File: src/hw/rtl/fpba_pkg.sv
`timescale 1ns / 1ps
// ----------------------------------------------------------------------------
// fpba_pkg
// Shared types and codes of the fit-policy block allocator.
// ----------------------------------------------------------------------------
package fpba_pkg;

	localparam int IDX_W      = 7;
	localparam int SIZE_W     = 16;
	localparam int OWNER_W    = 8;
	localparam int COUNT_W    = 8;
	localparam int CFG_IDX_W  = 1;
	localparam int CFG_DATA_W = 8;

	typedef enum logic [1:0] {
		ACT_LOAD  = 2'd0,
		ACT_ALLOC = 2'd1,
		ACT_READ  = 2'd2,
		ACT_CLEAR = 2'd3
	} action_t;

	typedef enum logic [1:0] {
		FIT_FIRST = 2'd0,
		FIT_BEST  = 2'd1,
		FIT_NEXT  = 2'd2,
		FIT_WORST = 2'd3
	} fit_mode_t;

	localparam logic [CFG_IDX_W-1:0] REG_FIT_MODE    = 1'd0;
	localparam logic [CFG_IDX_W-1:0] REG_BLOCK_COUNT = 1'd1;

	typedef enum logic [2:0] {
		ST_CLEAR,
		ST_IDLE,
		ST_MOD,
		ST_SCAN,
		ST_WRITE,
		ST_RDWAIT,
		ST_RESP
	} state_t;

	typedef struct packed {
		action_t              action;
		logic [IDX_W-1:0]     block_index;
		logic [SIZE_W-1:0]    block_size_value;
		logic [SIZE_W-1:0]    request_size;
		logic [OWNER_W-1:0]   owner_id;
	} in_word_t;

	typedef struct packed {
		logic                 granted;
		logic [IDX_W-1:0]     chosen_index;
		logic [SIZE_W-1:0]    size_read;
		logic [OWNER_W-1:0]   owner_read;
	} out_word_t;

endpackage

File: src/hw/rtl/fit_policy_block_allocator_top.sv
`timescale 1ns / 1ps
// ----------------------------------------------------------------------------
// fit_policy_block_allocator_top
// Block table with first, best, next and worst fit allocation.
// ----------------------------------------------------------------------------
//  channel | direction | handshake          | word
//  in      | input     | in_valid/in_ready  | action, index, size, request, owner
//  out     | output    | out_valid/out_ready| granted, index, size, owner
//  cfg     | input     | cfg_valid/cfg_ready| register index, data (always ready)
//
// load writes the entry, read goes through the registered table read, and free all
// runs a clearing pass over the owner table. allocate scans n entries, n = min(block_count,
// MAX_BLOCKS); next fit first reckons its start position, the last placed index
// modulo n, as a restoring remainder. The scan reads one table entry per cycle through a single read port.
// after reset a clearing pass over all MAX_BLOCKS entries frees the owner table;
// in_ready stays low meanwhile. one item is in work at a time; the next is
// taken while the previous word waits in the output register.
module fit_policy_block_allocator_top #(
	parameter int MAX_BLOCKS = 128
) (
	input  logic                               clk,
	input  logic                               arst_n,
	input  logic                               in_valid,
	output logic                               in_ready,
	input  fpba_pkg::in_word_t                 in_data,
	output logic                               out_valid,
	input  logic                               out_ready,
	output fpba_pkg::out_word_t                out_data,
	input  logic                               cfg_valid,
	output logic                               cfg_ready,
	input  logic [fpba_pkg::CFG_IDX_W-1:0]     cfg_index,
	input  logic [fpba_pkg::CFG_DATA_W-1:0]    cfg_data
);
	import fpba_pkg::*;

	localparam int IW = $clog2(MAX_BLOCKS);
	localparam int CW = $clog2(MAX_BLOCKS + 1);
	localparam int NW = (CW > COUNT_W) ? CW : COUNT_W;
	localparam int XW = (IW > IDX_W) ? IW : IDX_W;
	localparam int DW = IW + CW;
	localparam int KW = $clog2(IW + 1);

	// table memories
	logic [SIZE_W-1:0]  size_mem  [MAX_BLOCKS];
	logic [OWNER_W-1:0] owner_mem [MAX_BLOCKS];
	logic [SIZE_W-1:0]  size_rd_q;
	logic [OWNER_W-1:0] owner_rd_q;

	// control and datapath registers
	state_t             state_q, state_d;
	fit_mode_t          fit_mode_q;
	logic [COUNT_W-1:0] block_count_q;
	in_word_t           item_q;
	logic               in_ok_q;
	out_word_t          res_q;
	out_word_t          out_q;
	logic               out_valid_q;
	logic               clr_resp_q;
	logic [IW-1:0]      clr_cnt_q;
	logic [IW-1:0]      pos_q;
	logic [IW-1:0]      rem_q;
	logic [KW-1:0]      k_q;
	logic [IW-1:0]      addr_q;
	logic [CW-1:0]      iss_cnt_q;
	logic               chk_v_s1;
	logic [IW-1:0]      chk_idx_s1;
	logic               found_q;
	logic [IW-1:0]      pick_q;
	logic [SIZE_W-1:0]  best_q;

	// combinational signals
	logic               rd_en;
	logic [IW-1:0]      rd_addr;
	logic               sz_we;
	logic               ow_we;
	logic [IW-1:0]      ow_wa;
	logic [OWNER_W-1:0] ow_wd;
	logic [NW-1:0]      bc_ext;
	logic [CW-1:0]      n_act;
	logic [XW-1:0]      in_idx_x;
	logic [IW-1:0]      in_addr;
	logic               in_range;
	logic               in_acc;
	logic [DW-1:0]      mod_sub;
	logic               mod_ge;
	logic [IW-1:0]      rem_nx;
	logic               issue;
	logic [IW:0]        addr_inc;
	logic [IW-1:0]      addr_nx;
	logic               fits;
	logic               take;
	logic               stop_first;
	logic               scan_end;
	logic               clr_last;
	logic               resp_go;
	logic [XW-1:0]      pick_x;

	assign bc_ext   = NW'(block_count_q);
	assign n_act    = (bc_ext > NW'(MAX_BLOCKS)) ? CW'(MAX_BLOCKS) : CW'(bc_ext);
	assign in_idx_x = XW'(in_data.block_index);
	assign in_addr  = in_idx_x[IW-1:0];
	assign in_range = (32'(in_data.block_index) < MAX_BLOCKS);
	assign in_acc   = in_valid && in_ready;

	// restoring remainder, one quotient bit per cycle
	assign mod_sub = DW'(n_act) << k_q;
	assign mod_ge  = (DW'(rem_q) >= mod_sub);
	assign rem_nx  = mod_ge ? IW'(DW'(rem_q) - mod_sub) : rem_q;

	assign issue    = (state_q == ST_SCAN) && (iss_cnt_q != n_act);
	assign addr_inc = {1'b0, addr_q} + 1'b1;
	assign addr_nx  = (addr_inc == (IW + 1)'(n_act)) ? '0 : addr_inc[IW-1:0];

	// best and worst compare sizes, since the request is the same for all
	assign fits = chk_v_s1 && (owner_rd_q == '0) && (size_rd_q >= item_q.request_size);
	assign take = fits && (!found_q ||
		(fit_mode_q == FIT_BEST && size_rd_q < best_q) ||
		(fit_mode_q == FIT_WORST && size_rd_q > best_q));
	assign stop_first = fits && (fit_mode_q == FIT_FIRST || fit_mode_q == FIT_NEXT);
	assign scan_end   = (iss_cnt_q == n_act) && !chk_v_s1;
	assign clr_last   = (clr_cnt_q == IW'(MAX_BLOCKS - 1));
	assign resp_go    = (state_q == ST_RESP) && (!out_valid_q || out_ready);
	assign pick_x     = XW'(pick_q);

	assign cfg_ready = 1'b1;
	assign out_valid = out_valid_q;
	assign out_data  = out_q;

	always_comb begin
		state_d  = state_q;
		in_ready = 1'b0;
		rd_en    = 1'b0;
		rd_addr  = addr_q;
		sz_we    = 1'b0;
		ow_we    = 1'b0;
		ow_wa    = in_addr;
		ow_wd    = '0;
		case (state_q)
			ST_CLEAR: begin
				ow_we = 1'b1;
				ow_wa = clr_cnt_q;
				if (clr_last) begin
					state_d = clr_resp_q ? ST_RESP : ST_IDLE;
				end
			end
			ST_IDLE: begin
				in_ready = 1'b1;
				if (in_valid) begin
					case (in_data.action)
						ACT_LOAD: begin
							sz_we   = in_range;
							ow_we   = in_range;
							state_d = ST_RESP;
						end
						ACT_ALLOC: begin
							if (n_act == '0) begin
								state_d = ST_RESP;
							end else if (fit_mode_q == FIT_NEXT) begin
								state_d = ST_MOD;
							end else begin
								state_d = ST_SCAN;
							end
						end
						ACT_READ: begin
							rd_en   = 1'b1;
							rd_addr = in_addr;
							state_d = ST_RDWAIT;
						end
						ACT_CLEAR: begin
							state_d = ST_CLEAR;
						end
						default: begin
							state_d = ST_RESP;
						end
					endcase
				end
			end
			ST_MOD: begin
				if (k_q == '0) begin
					state_d = ST_SCAN;
				end
			end
			ST_SCAN: begin
				rd_en = issue;
				if (stop_first) begin
					state_d = ST_WRITE;
				end else if (scan_end) begin
					state_d = found_q ? ST_WRITE : ST_RESP;
				end
			end
			ST_WRITE: begin
				ow_we   = 1'b1;
				ow_wa   = pick_q;
				ow_wd   = item_q.owner_id;
				state_d = ST_RESP;
			end
			ST_RDWAIT: begin
				state_d = ST_RESP;
			end
			ST_RESP: begin
				if (resp_go) begin
					state_d = ST_IDLE;
				end
			end
			default: begin
				state_d = ST_IDLE;
			end
		endcase
	end

	always_ff @(posedge clk or negedge arst_n) begin
		if (!arst_n) begin
			state_q <= ST_CLEAR;
		end else begin
			state_q <= state_d;
		end
	end

	// memories: one write port each, shared registered read
	always_ff @(posedge clk) begin
		if (sz_we) begin
			size_mem[in_addr] <= in_data.block_size_value;
		end
		if (ow_we) begin
			owner_mem[ow_wa] <= ow_wd;
		end
		if (rd_en) begin
			size_rd_q  <= size_mem[rd_addr];
			owner_rd_q <= owner_mem[rd_addr];
		end
	end

	always_ff @(posedge clk or negedge arst_n) begin
		if (!arst_n) begin
			fit_mode_q    <= FIT_FIRST;
			block_count_q <= COUNT_W'(128);
			item_q        <= '0;
			in_ok_q       <= 1'b0;
			res_q         <= '0;
			out_q         <= '0;
			out_valid_q   <= 1'b0;
			clr_resp_q    <= 1'b0;
			clr_cnt_q     <= '0;
			pos_q         <= '0;
			rem_q         <= '0;
			k_q           <= '0;
			addr_q        <= '0;
			iss_cnt_q     <= '0;
			chk_v_s1      <= 1'b0;
			chk_idx_s1    <= '0;
			found_q       <= 1'b0;
			pick_q        <= '0;
			best_q        <= '0;
		end else begin
			if (cfg_valid && cfg_ready) begin
				case (cfg_index)
					REG_FIT_MODE:    fit_mode_q    <= fit_mode_t'(cfg_data[1:0]);
					REG_BLOCK_COUNT: block_count_q <= cfg_data;
					default: ;
				endcase
			end

			if (resp_go) begin
				out_q       <= res_q;
				out_valid_q <= 1'b1;
			end else if (out_ready) begin
				out_valid_q <= 1'b0;
			end

			case (state_q)
				ST_CLEAR: begin
					clr_cnt_q <= clr_cnt_q + 1'b1;
					pos_q     <= '0;
				end
				ST_IDLE: begin
					if (in_acc) begin
						item_q           <= in_data;
						in_ok_q          <= in_range;
						res_q            <= '0;
						res_q.granted    <= !(in_data.action == ACT_ALLOC && n_act == '0);
						clr_cnt_q        <= '0;
						clr_resp_q       <= 1'b1;
						rem_q            <= pos_q;
						k_q              <= KW'(IW - 1);
						addr_q           <= '0;
						iss_cnt_q        <= '0;
						chk_v_s1         <= 1'b0;
						found_q          <= 1'b0;
					end
				end
				ST_MOD: begin
					rem_q <= rem_nx;
					k_q   <= k_q - 1'b1;
					if (k_q == '0) begin
						addr_q <= rem_nx;
					end
				end
				ST_SCAN: begin
					chk_v_s1   <= issue;
					chk_idx_s1 <= addr_q;
					if (issue) begin
						addr_q    <= addr_nx;
						iss_cnt_q <= iss_cnt_q + 1'b1;
					end
					if (take) begin
						found_q <= 1'b1;
						pick_q  <= chk_idx_s1;
						best_q  <= size_rd_q;
					end
					if (!stop_first && scan_end && !found_q) begin
						res_q.granted <= 1'b0;
					end
				end
				ST_WRITE: begin
					pos_q              <= pick_q;
					res_q.granted      <= 1'b1;
					res_q.chosen_index <= pick_x[IDX_W-1:0];
				end
				ST_RDWAIT: begin
					res_q.chosen_index <= item_q.block_index;
					res_q.size_read    <= in_ok_q ? size_rd_q : '0;
					res_q.owner_read   <= in_ok_q ? owner_rd_q : '0;
				end
				default: ;
			endcase
		end
	end

endmodule

File: config.mk
export PLATFORM = sky130hd
export DESIGN_NAME = fit_policy_block_allocator_top
export DESIGN_NICKNAME = d
export VERILOG_FILES = /design/src/hw/rtl/fpba_pkg.sv /design/src/hw/rtl/fit_policy_block_allocator_top.sv
export SDC_FILE = /design/constraint.sdc
export NUM_CORES = 2
export LEC_CHECK = 0
export ABC_CLOCK_PERIOD_IN_PS = 10250
export BUFFER_PORTS_ARGS = -buffer_cell sky130_fd_sc_hd__buf_2
export CORE_MARGIN = 5
export CORE_UTILIZATION = 60
export DETAILED_ROUTE_END_ITERATION = 6
export MAX_ROUTING_LAYER = met4
export PLACE_DENSITY = 0.8
export SYNTH_ARGS = -nofsm -noshare
export SYNTH_HDL_FRONTEND = slang
export SYNTH_SLANG_ARGS = --single-unit
File: constraint.sdc
create_clock -name clk -period 10.25 [get_ports clk]
set_clock_uncertainty 0.2 [all_clocks]
set_input_delay 0 -clock clk [delete_from_list [all_inputs] [get_ports clk]]
set_output_delay 0 -clock clk [all_outputs]
set_load 0.02 [all_outputs]
* Word-level counts from Yosys, hierarchy flattened
Memory sizes are Yosys's and may differ from the RTL's. A register that Yosys moved wholly into a read port is not among the register bits.
Index checks and enable logic that the tools add are counted.
** Word-level totals
- Memory bits (writable) :: 3072
- Output and inout bits :: 35
- Register bits :: 181
- Word-level logic and storage cells :: 177
- Memories kept :: 2
- Input port bits :: 63
** Operators by class
- Reductions and logical operators :: 53
- Shifts and indexed selects :: 1
- Bitwise gates (word level) :: 1
- Mux-type cells :: 58
- Magnitude comparators :: 5
- Add/sub/neg operators :: 5
- Equality and inequality tests :: 25
** Memory list
- size_mem :: depth 128, bits a word 16, read ports 1, clocked after Yosys merged registers in 1, write ports 1, line fit_policy_block_allocator_top.sv:44 : logic [SIZE_W-1:0] size_mem [MAX_BLOCKS];
- owner_mem :: depth 128, bits a word 8, read ports 1, clocked after Yosys merged registers in 1, write ports 1, line fit_policy_block_allocator_top.sv:45 : logic [OWNER_W-1:0] owner_mem [MAX_BLOCKS];
** Operators with widths (number)
- two-way mux 7 bit :: 9
- one-hot mux 7 bit (2 select lines) :: 4
- one-hot mux 24 bit (2 select lines) :: 1
- one-hot mux 7 bit (3 select lines) :: 2
- two-way mux 8 bit :: 5
- two-way mux 32 bit :: 1
- two-way mux 3 bit :: 9
- one-hot mux 3 bit (6 select lines) :: 1
- AND reduction 2 bit :: 9
- == test 8 bit :: 2
- greater-or-equal comparator 16 bit :: 1
- greater-than comparator 16 bit :: 1
- zero test 8 bit :: 2
- < comparator 16 bit :: 1
- two-way mux 1 bit :: 16
- two-way mux 16 bit :: 1
- one-hot mux 8 bit (2 select lines) :: 1
- greater-or-equal comparator 7 x 15 -> 1 bit :: 1
- left shift 8 x 3 -> 15 bit :: 1
- inequality test 2 bit (second input constant) :: 7
- logical AND 1 bit :: 13
- one-hot mux 3 bit (4 select lines) :: 1
- nonzero test 2 bit :: 6
- == test 3 bit (second input constant) :: 3
- other kinds (28) :: 50

* Logic depth before layout (Yosys ltp)
- Depth after elaboration :: 9
- Depth in mapped cells :: 15
- Mapped depth without buffers :: 14

* Worst setup path after synthesis
Ideal clock, no wire load.
- Path type :: flip-flop to flip-flop
- Start :: reg state_q[2]
- End :: mem owner_mem[0][0] (data pin)
- Path buffers :: 2
- Setup slack :: 6.691 ns
- Setup time :: 0.537 ns
- Period minus slack after synthesis :: 3.559 ns
- Stages on the path, launching flop included :: 5
- Arrival time :: 2.822 ns
- Data required time :: 9.513 ns
- Cell sequence :: dfrtp_1 -> buf_1 -> nor2b_1 -> clkbuf_1 -> and3_1
** On the way
- Longest elaborated chain between the ends :: 2
** RTL lines
- start, declared :: line fit_policy_block_allocator_top.sv:50 : state_t state_q, state_d;
- start signal, assigned :: line fit_policy_block_allocator_top.sv:215 : state_q <= state_d;
- == test 3 bit :: line fit_policy_block_allocator_top.sv:138 : case (state_q)
- two-way mux 8 bit :: line fit_policy_block_allocator_top.sv:138
- via ow_wd[0] :: line fit_policy_block_allocator_top.sv:77 : logic [OWNER_W-1:0] ow_wd;
- end, declared :: line fit_policy_block_allocator_top.sv:45
The timed path passes the listed nets, and every way through them passes these cells.

* Worst setup path in the final report
- Start :: reg state_q[0]
- End :: reg size_rd_q[2], read port of size_mem (data pin)
** On the way
- Longest elaborated chain between the ends :: 3
- Elaborated cells on any way between the ends :: 5
- Those cells by class :: eq/ne: 2; mux: 2; reduce/logical: 1
** RTL lines
- == test 3 x 2 -> 1 bit :: line fit_policy_block_allocator_top.sv:110, fit_policy_block_allocator_top.sv:138
- logical AND 1 bit :: line fit_policy_block_allocator_top.sv:110 : assign issue = (state_q == ST_SCAN) && (iss_cnt_q != n_act);
- one-hot mux 1 bit (2 select lines) :: line fit_policy_block_allocator_top.sv:138
- end, declared :: line fit_policy_block_allocator_top.sv:46 : logic [SIZE_W-1:0] size_rd_q;
Parallel ways exist; a longest one is shown, timed or not.
A chain may end at the register's enable or synchronous reset.

==> flow_summary.ini <==
[status]
status = finished with violations
violations = DRC, capacitance limit

[worst_setup_path]
worst_ep_arrival_time_ns = 8.16
end_kind = register
critical_path_required_ns = 10.86
max_stage_delay_ns = 1.14
crit_path_top_delay_cell = and4bb_4
path_max_fanout = 140
cp_cell_sequence = and4bb_4 -> nand3_2 -> nand2_4 -> buf_12 -> buf_12 -> nand2_1 -> nand3_1 -> nand3_1 -> a31oi_1 -> a21oi_1 -> nand4_1
critPathKind = reg2reg
worstSetupStartpointType = register

[route]
drt-total-wl_mm = 393.7
viasPerCell = 7.008
wl_per_cell_um = 32.78
drt_first_pass_iters = 7
drc_errors = 1
ant_nets = 0
vias = 84161
drt_iter0_drc = 15332

[global_route]
grtUsageMet3_pct = 11.69
met2_usage_pct = 50.10
grt_pass1_vias = 82373
grt_overflow = 0
grt_pass1_wl_mm = 565.6
grt_antenna_before_repair = 36
grt_usage_pct = 35.11
top_usage_layer = met2
grt_max_degree = 177
grt_util_met1_pct = 43.68

[synth]
yosysSeqAreaShare_pct = 74.77
synth.ff_latch_count = 3277
async_flop_share_pct = 5.523
synth_top_area_cell = edfxtp_1
syn_nets = 8598
synth_area_um2 = 130400
synth_edf_count = 3096
syn_inst = 8490
synth.most_common_cell = edfxtp_1
synth.avg_cell_area_um2 = 15.36
synthFlopType = edfxtp_1
yosys_warnings = 0
synth_top_cell_area_share_pct = 71.29
synthTopCellsByArea = edfxtp_1 (71%), nand2_1 (4.7%), mux4_2 (4.6%)
synth_commonest_cells = edfxtp_1 (3096), nand2_1 (1625), nand3_1 (458), nor2_1 (384), a21oi_1 (363)
ys_types = 90

[floorplanning]
dieWidth_um = 476.2
num_io_pins = 98
initial_utilization_pct = 60.17
coreArea_um2 = 216700
dieArea_um2 = 226800
rows = 171
fp.dieH_um = 476.2

[min_path]
hp-class = in2reg

[clocking]
postCtsHoldBufs = 188
ctsResizeCount = 0
numCtsBuffers = 335
tritoncts = done
clock_sinks = 3277
htreeDepth = 5
cts-root-buf = clkbuf_16
clock_path_buffers = 4
postCtsSetupBuffers = 0
clk_transition_reported_paths_ns = 0.07
insertion_delay_ns = 0.97

[timing]
worstMarginPinSlew_ns = 1.448
slew_headroom_pct = 0.9407
slew_viol_final = 0
fmax_ghz = 0.1324
min_period_over_period_pct = 73.69
hold_violations = 0
rsz0062_at_grt = false
totalNegativeSetupSlack_ns = 0
fin_crit_ns = 7.554
setup_violations = 0

[pwr]
peakVddDrop_mv = 0.2115
switching_share_pct = 31.84
switchingPower_mw = 11.50
internal-power_mw = 24.62
pwr-share-comb_pct = 23.5
clock_power_share_pct = 33.3
p_per_area_nw_per_um2 = 245.4
power_mw = 36.11
pwr-share-seq_pct = 43.1
p_leak_nw = 49.79

[placement]
io_buffers = 96
hpwl_mm = 224.0
place_congestion = 0.9504

[final_layout]
layout.nets = 8976
syn_to_final_growth_pct = 12.86
fillers = 13074
drive_gt1_share_pct = 13.37

[job]
maxCapViolations = 1
## final timing paths
path	from	endpoint	slack [ns]	depth (start not counted)
setup reg to reg	state_q[0]$_DFFE_PN0P_	size_rd_q[2]$_DFFE_PP_	2.70	11
max in group asynchronous	arst_n	item_q[10]$_DFFE_PN0P_	8.32	5
min in group asynchronous	arst_n	bc_ext[7]$_DFFE_PN1P_	0.53	4
hold reg to reg	chk_idx_s1[3]$_DFFE_PN0P_	chk_idx_s1[3]$_DFFE_PN0P_	0.27	2
hold / removal	in_data[27]	size_mem[19][3]$_DFFE_PP_	0.04	2
setup / recovery	state_q[0]$_DFFE_PN0P_	size_rd_q[2]$_DFFE_PP_	2.70	11
## registers in the layout (all words and copies together) (netlist names), 16 cells and up
| signal | cells |
|---|---|
| out_data | 32 |
| best_q | 16 |
| res_q | 32 |
| size_mem | 2048 |
| item_q | 31 |
| size_rd_q | 16 |
| owner_mem | 1024 |
## cells in the final DEF, fill, tap and decap left out, types with 70 or more instances in the layout
cell type      synthesis  routed
edfxtp_1            3096    3096
nand2_1             1625    1621
nand3_1              458     455
nor2_1               384     376
a21oi_1              363     360
clkbuf_16              0     341
mux2i_1              317     316
mux4_2               269     269
buf_4                 58     265
dfrtp_1              180     180
dlygate4sd3_1          0     180
a31oi_1              134     132
o21ai_0              121     120
nand4_1               97      97
buf_2                170      79
nor3_1                74      72
clkbuf_1             204      72
o22ai_1               70      70
## power groups by stage
stage	combinational [mW]	sequential [mW]	clock, mW
2_1_floorplan	4.80	15.6	0
3_3_place_gp	7.59	15.8	0
3_5_place_dp	7.79	15.8	0
4_1_cts	8.05	15.5	12.0
5_1_grt	8.73	15.6	12.6
6_report	8.50	15.6	12.0
## routing by layer
layer | wire length (um) | vias up | part of all wire, %
met5 | 0 | - | 0
met4 | 30890 | 0 | 7.8
met3 | 63080 | 1718 | 16
met2 | 174100 | 7953 | 44
met1 | 125600 | 41137 | 32
li1 | - | 33353 | -
## kinds of logic (layout without fill, tap and decap cells)
logic type / count (synthesis) / in the layout / synth area share, %
fa+ha+maj: 45 / 45 / 0.4375
buf+inv: 554 / 1181 / 2.046
compound gates: 1135 / 1135 / 5.693
mux: 677 / 677 / 7.865
simple gates: 2776 / 2776 / 9.022
xor+xnor: 25 / 25 / 0.1679
flops: 3277 / 3277 / 74.77
other cells: 1 / 39 / 0.002876
## per-stage QoR
| stage | cells | hold slack, ns | utilization, % | area [um^2] | worst slack, ns |
|---|---|---|---|---|---|
| 6_report | 12009 | 0.03572 | 67.90 | 147200 | 2.697 |
| 5_1_grt | 12000 | 0.06093 | 67.89 | 147100 | 2.734 |
| 4_1_cts | 11971 | 0.0004721 | 67.86 | 147100 | 3.190 |
| 3_5_place_dp | 11197 | -0.04185 | 62.06 | 134500 | 3.207 |
| 3_3_place_gp | 11197 | -0.04773 | 62.06 | 134500 | 3.398 |
| 2_1_floorplan | 8490 | -0.4956 | - | 130400 | 6.691 |
## worst max-delay path: cells and delay by family, from the launching register on
kind | cells | cell delay, ns
AO/OA/AOI/OAI | 2 | 1.20
AND/OR/NAND/NOR | 7 | 3.59
flip-flops | 1 | 1.00
buffers and inverters | 2 | 1.15
## layout make-up
cell class                 instances  area, um^2  share of cell area (%)
antenna                           38       95.09                 0.06461
clock buffer                     417        8859                   6.019
tap                             2854        3571                   2.426
multi-input combinational       4659       30600                   20.79
timing repair buffer             546        4626                   3.143
sequential                      3277       97500                   66.25
inverter                          49       183.9                  0.1250
clock inverter                   169        1735                   1.179
Power figures use the tool's default switching activity.
